### src/hw/rtl/pvsc_ram.sv
// Generic simple dual-port RAM: one write port, one read port, registered read.
// No dependencies.
`default_nettype none

module pvsc_ram #(
    parameter int WIDTH = 8,
    parameter int DEPTH = 16
) (
    input  wire                     i_clk,
    input  wire                     i_we,
    input  wire [$clog2(DEPTH)-1:0] i_waddr,
    input  wire [WIDTH-1:0]         i_wdata,
    input  wire [$clog2(DEPTH)-1:0] i_raddr,
    output logic [WIDTH-1:0]        o_rdata
);

    logic [WIDTH-1:0] r_mem [DEPTH];

    // Write port and registered read port
    always_ff @(posedge i_clk) begin
        if (i_we) begin
            r_mem[i_waddr] <= i_wdata;
        end
        o_rdata <= r_mem[i_raddr];
    end

endmodule

`default_nettype wire

### config.mk
export PLATFORM = sky130hd
export DESIGN_NAME = pvsc_ram
export DESIGN_NICKNAME = d
export VERILOG_FILES = /design/src/hw/rtl/pvsc_ram.sv
export SDC_FILE = /design/constraint.sdc
export NUM_CORES = 1
export LEC_CHECK = 0
export ABC_CLOCK_PERIOD_IN_PS = 4200
export BUFFER_PORTS_ARGS = -buffer_cell sky130_fd_sc_hd__buf_2
export CAP_MARGIN = 25
export CORE_MARGIN = 8
export CORE_UTILIZATION = 55
export CTS_BUF_LIST = sky130_fd_sc_hd__clkbuf_16
export DETAILED_ROUTE_END_ITERATION = 12
export GPL_TIMING_DRIVEN = 0
export PLACE_DENSITY = 0.83
export SYNTH_ARGS = -nofsm -noshare
export SYNTH_HDL_FRONTEND = slang
export SYNTH_SLANG_ARGS = --single-unit
### constraint.sdc
create_clock -name i_clk -period 4.2 [get_ports i_clk]
set_clock_uncertainty 0.05 [all_clocks]
set_input_delay 0.42 -clock i_clk [delete_from_list [all_inputs] [get_ports i_clk]]
set_output_delay 0.42 -clock i_clk [all_outputs]
set_load 0.02 [all_outputs]
After elaboration in Yosys (flattened, before gate mapping)
Memory sizes are Yosys's and may differ from the RTL's. A register that Yosys moved wholly into a read port is not among the register bits.
Cells that the tools add are included.
{"block": "totals", "regBits": 0, "ramBits": 128, "word_cells": 3, "memories": 1}
{"name": "r_mem", "words": 16, "width": 8, "rd": 1, "rd_ports_with_merged_regs": 1, "write_ports": 1, "line_no": "17", "source": "logic [WIDTH-1:0] r_mem [DEPTH];"}
{"block": "classes", "mux": 2}
{"cell": "two-way mux 1 bit", "count": 2}

Depth between registers and ports, before layout
{"block": "logic_depth", "ltp_word": 2, "depth_mapped": 5}

Worst setup path before layout
No wires, ideal clock.
{"block": "synth_path", "kind": "input -> register", "startpoint": "input i_waddr[2]", "endpoint": "memory r_mem[0][0] (enable)", "arrival_ps": 1530, "t_required_ps": 3767, "path_slack_ps": 2237, "cell_stages": 2, "path_buffers": 0, "cell_sequence": "or3b_2 -> nor3_1"}
{"element": "start, declared", "line_no": "11", "source": "input wire [$clog2(DEPTH)-1:0] i_waddr,"}
{"element": "end, declared", "line_no": "17"}
Straight into the memory's write port.

Final worst setup path
{"block": "layout_path", "startpoint": "input i_waddr[2]", "endpoint": "memory r_mem[0][1] (enable)"}
Straight into the memory's write port.

==> summary.txt <==
Clock network
  • Clk sinks: 136
  • H-tree depth: 4
  • Worst-skew pair later-pin latency: 0.41 ns
  • CTS Buf Count: 17
  • Clock-pin slew on the worst setup and hold paths: about 0.060 ns
  • Root buf cell: clkbuf_16
  • CTS tree: done
  • Clock buffer depth: 2
  • # resized after CTS: 0
  • Hold Buf Count CTS: 0
  • Setup bufs post-CTS: 0

Logic synthesis
  • Mapped Nets: between 200 and 250
  • Synth Cell Area: just over 5000 µm²
  • Syn avg cell area: 22.48 µm²
  • Synth Instances: about 230
  • Post-synth cell types: 19
  • Synth Flop Type: edfxtp_1
  • Synth Warn #: 0
  • Area leader, netlist: edfxtp_1
  • Synth async-reset ratio: 0%
  • Top cells by area, synth: edfxtp_1, mux4_2, mux4_1
  • Register bit total from synthesis: 136
  • Top cell type's share of synthesized area: between 70% and 80%
  • Sequential area share after synthesis: 77.78%
  • Number of synthesized flops with an enable pin: approximately 130

Floorplan
  • Initial core utilization: 56.24%
  • Die Wd: 112.7 µm
  • Die height: between 100 and 150 µm
  • Io pins: 26
  • Core box area: around 9000 µm²
  • Row Count: 35
  • Die area: 12710 µm²

Power
  • P per Cell Area: approximately 530 nW/µm²
  • IR drop worst, VDD: 0.0002582 V
  • P_leak: 2.061 nW

STA
  • Relative slew margins: 45.27%
  • Fmax: roughly 510 MHz
  • Hold slack final: 0.3638 ns
  • Final setup vio count: 0
  • Fin crit period: around 2 ns
  • Least-Margin Pin Slew: around 0.8 ns
  • Crit share post-route: 46.65%
  • Unrepaired setup endpoints after global routing: no
  • Final max-slew violation count: 0
  • Final Hold Fails: 0
  • Final TNS setup: 0 ns

GRT
  • Gr usage total: 17.35%
  • GR Overflow Total: 0
  • Antenna violations before repair: 0
  • First-pass GRT wire length: about 16000 µm
  • Vias in the first global route: about 2600
  • Largest net degree at the start of global routing: 17

Hold path
  • Hold crit path type: in -> reg

Cells and area
  • Design area: around 6000 µm²
  • # diodes: 0
  • Share of layout cells above drive strength 1: between 30% and 40%
  • Area delta synth->final: 17.38%
  • Filler cell count: approximately 560
  • Post-route insts no fill: 400
  • Final #Nets: a little under 300

Placement
  • Post-place instance area: ~5400 µm²
  • Dpl hpwl: about 6400 µm
  • Port Buffers: 24
  • Gpl congestion: 0.7306
  • Placed Cells: about 370

Job
  • Max Cap Viol: 0

Worst setup path
  • Critical Path Fanout Max: 5
  • Worst endpoint data arrival time: slightly above 2 ns
  • Req. time, crit path: 4.26 ns
  • Critical Path End Type: register
  • Reg2Reg Setup Slack: around 2.7 ns
  • CP Launch Type: input pin
  • Critical path class: in -> reg

Drt
  • Vias per cell: around 6.2
  • Antenna-violating nets left: 0
  • Post-route DRC: 0
  • Iter 0 DRT Violations: roughly 200
  • Drt pass-1 iters: 4
  • Via count: ~2500
  • WL final: between 10000 and 15000 µm
  • Wirelength per Cell: between 20 and 30 µm

Status
  • Run status: finished, final reports clean
[path summary, 6_finish.rpt]
check | from | endpoint | depth (start not counted)
max | i_waddr[2] | r_mem[0][1] | 4
min | i_wdata[3] | r_mem[2][3] | 1
max reg2reg | r_mem[5][2] | o_rdata[2] | 3
min reg2reg | r_mem[9][2] | o_rdata[2] | 3
[routing by layer]
metal  vias to the layer above  GRT usage (%)  part of all wire, %  routed length, µm
li1                       1065              -                    -                  -
met1                      1270          21.12                   40               4134
met2                       136          27.69                   50               5162
met3                        16          6.656                  7.9                816
met4                         0          6.385                  2.0                209
met5                         -              0                    0                  0
[through the flow]
step	util, %	power, mW	setup slack, ns
floorplan	-	1.640	2.237
global placement	59.07	1.699	1.736
detailed placement	59.34	1.708	1.865
CTS	66.02	3.211	2.273
global route	66.02	3.287	2.189
finish	66.02	3.199	2.241
[flip-flops by register name, summed over array words and instances (netlist names)]
signal and cells:
r_mem 128, o_rdata 8
[kinds of logic (layout without fill, tap and decap cells)]
| kind of cell | count (synthesis) | after routing | share of synthesized area [%] |
|---|---|---|---|
| and+or+nand+nor | 35 | 35 | 3.184 |
| DFF | 136 | 136 | 77.78 |
| AOI/OAI and AO/OA | 16 | 16 | 2.334 |
| muxes | 32 | 32 | 15.02 |
| buffers and inverters | 10 | 70 | 1.677 |
[synthesized netlist by cell type, drive strengths merged, types with 2 or more instances]
library cell	n
mux4	32
nor3	4
buf	7
edfxtp	128
nand2	9
a22oi	16
nor2	13
dfxtp	8
nand2b	2
clkdlybuf4s25	3
nand3b	2
[critical path, cell delays in order]
cell    delay, ns
buf_2        0.12
or3b_2       0.54
nor3_1       0.64
buf_2        0.30
[power breakdown]
group	internal, mW	total (mW)	switching, mW
Combinational	0.0609	0.155	0.0944
Sequential	1.52	1.53	0.00756
Clock	0.984	1.52	0.534
Total	2.56	3.20	0.636
[layout make-up]
class / count / area (µm²) / area share, %
clock buffers: 17 / 425.4 / 7.041
repair buffers: 28 / 145.1 / 2.402
plain buffers: 10 / 86.33 / 1.429
flip-flops and latches: 136 / 4004 / 66.27
multi-input cells: 83 / 1057 / 17.50
clock inverters: 15 / 185.2 / 3.065
well taps: 111 / 138.9 / 2.299
[layout by cell type, fill, tap and decap left out]
cell / n
edfxtp_1: 128
buf_2: 29
mux4_2: 18
clkbuf_16: 17
a22oi_1: 16
mux4_1: 14
nor2_1: 13
nand2_1: 9
dfxtp_1: 8
clkinv_2: 5
nor3_1: 4
bufinv_16: 4
buf_6: 3
clkdlybuf4s25_2: 3
buf_4: 3
nand3b_1: 2
nand2b_1: 2
clkinv_4: 2
clkinvlp_4: 2
nor2b_1: 1
and2_1: 1
and2b_1: 1
nand3_1: 1
or3b_2: 1
clkinv_1: 1
inv_1: 1
No activity file was read; power rests on OpenSTA's default activity.
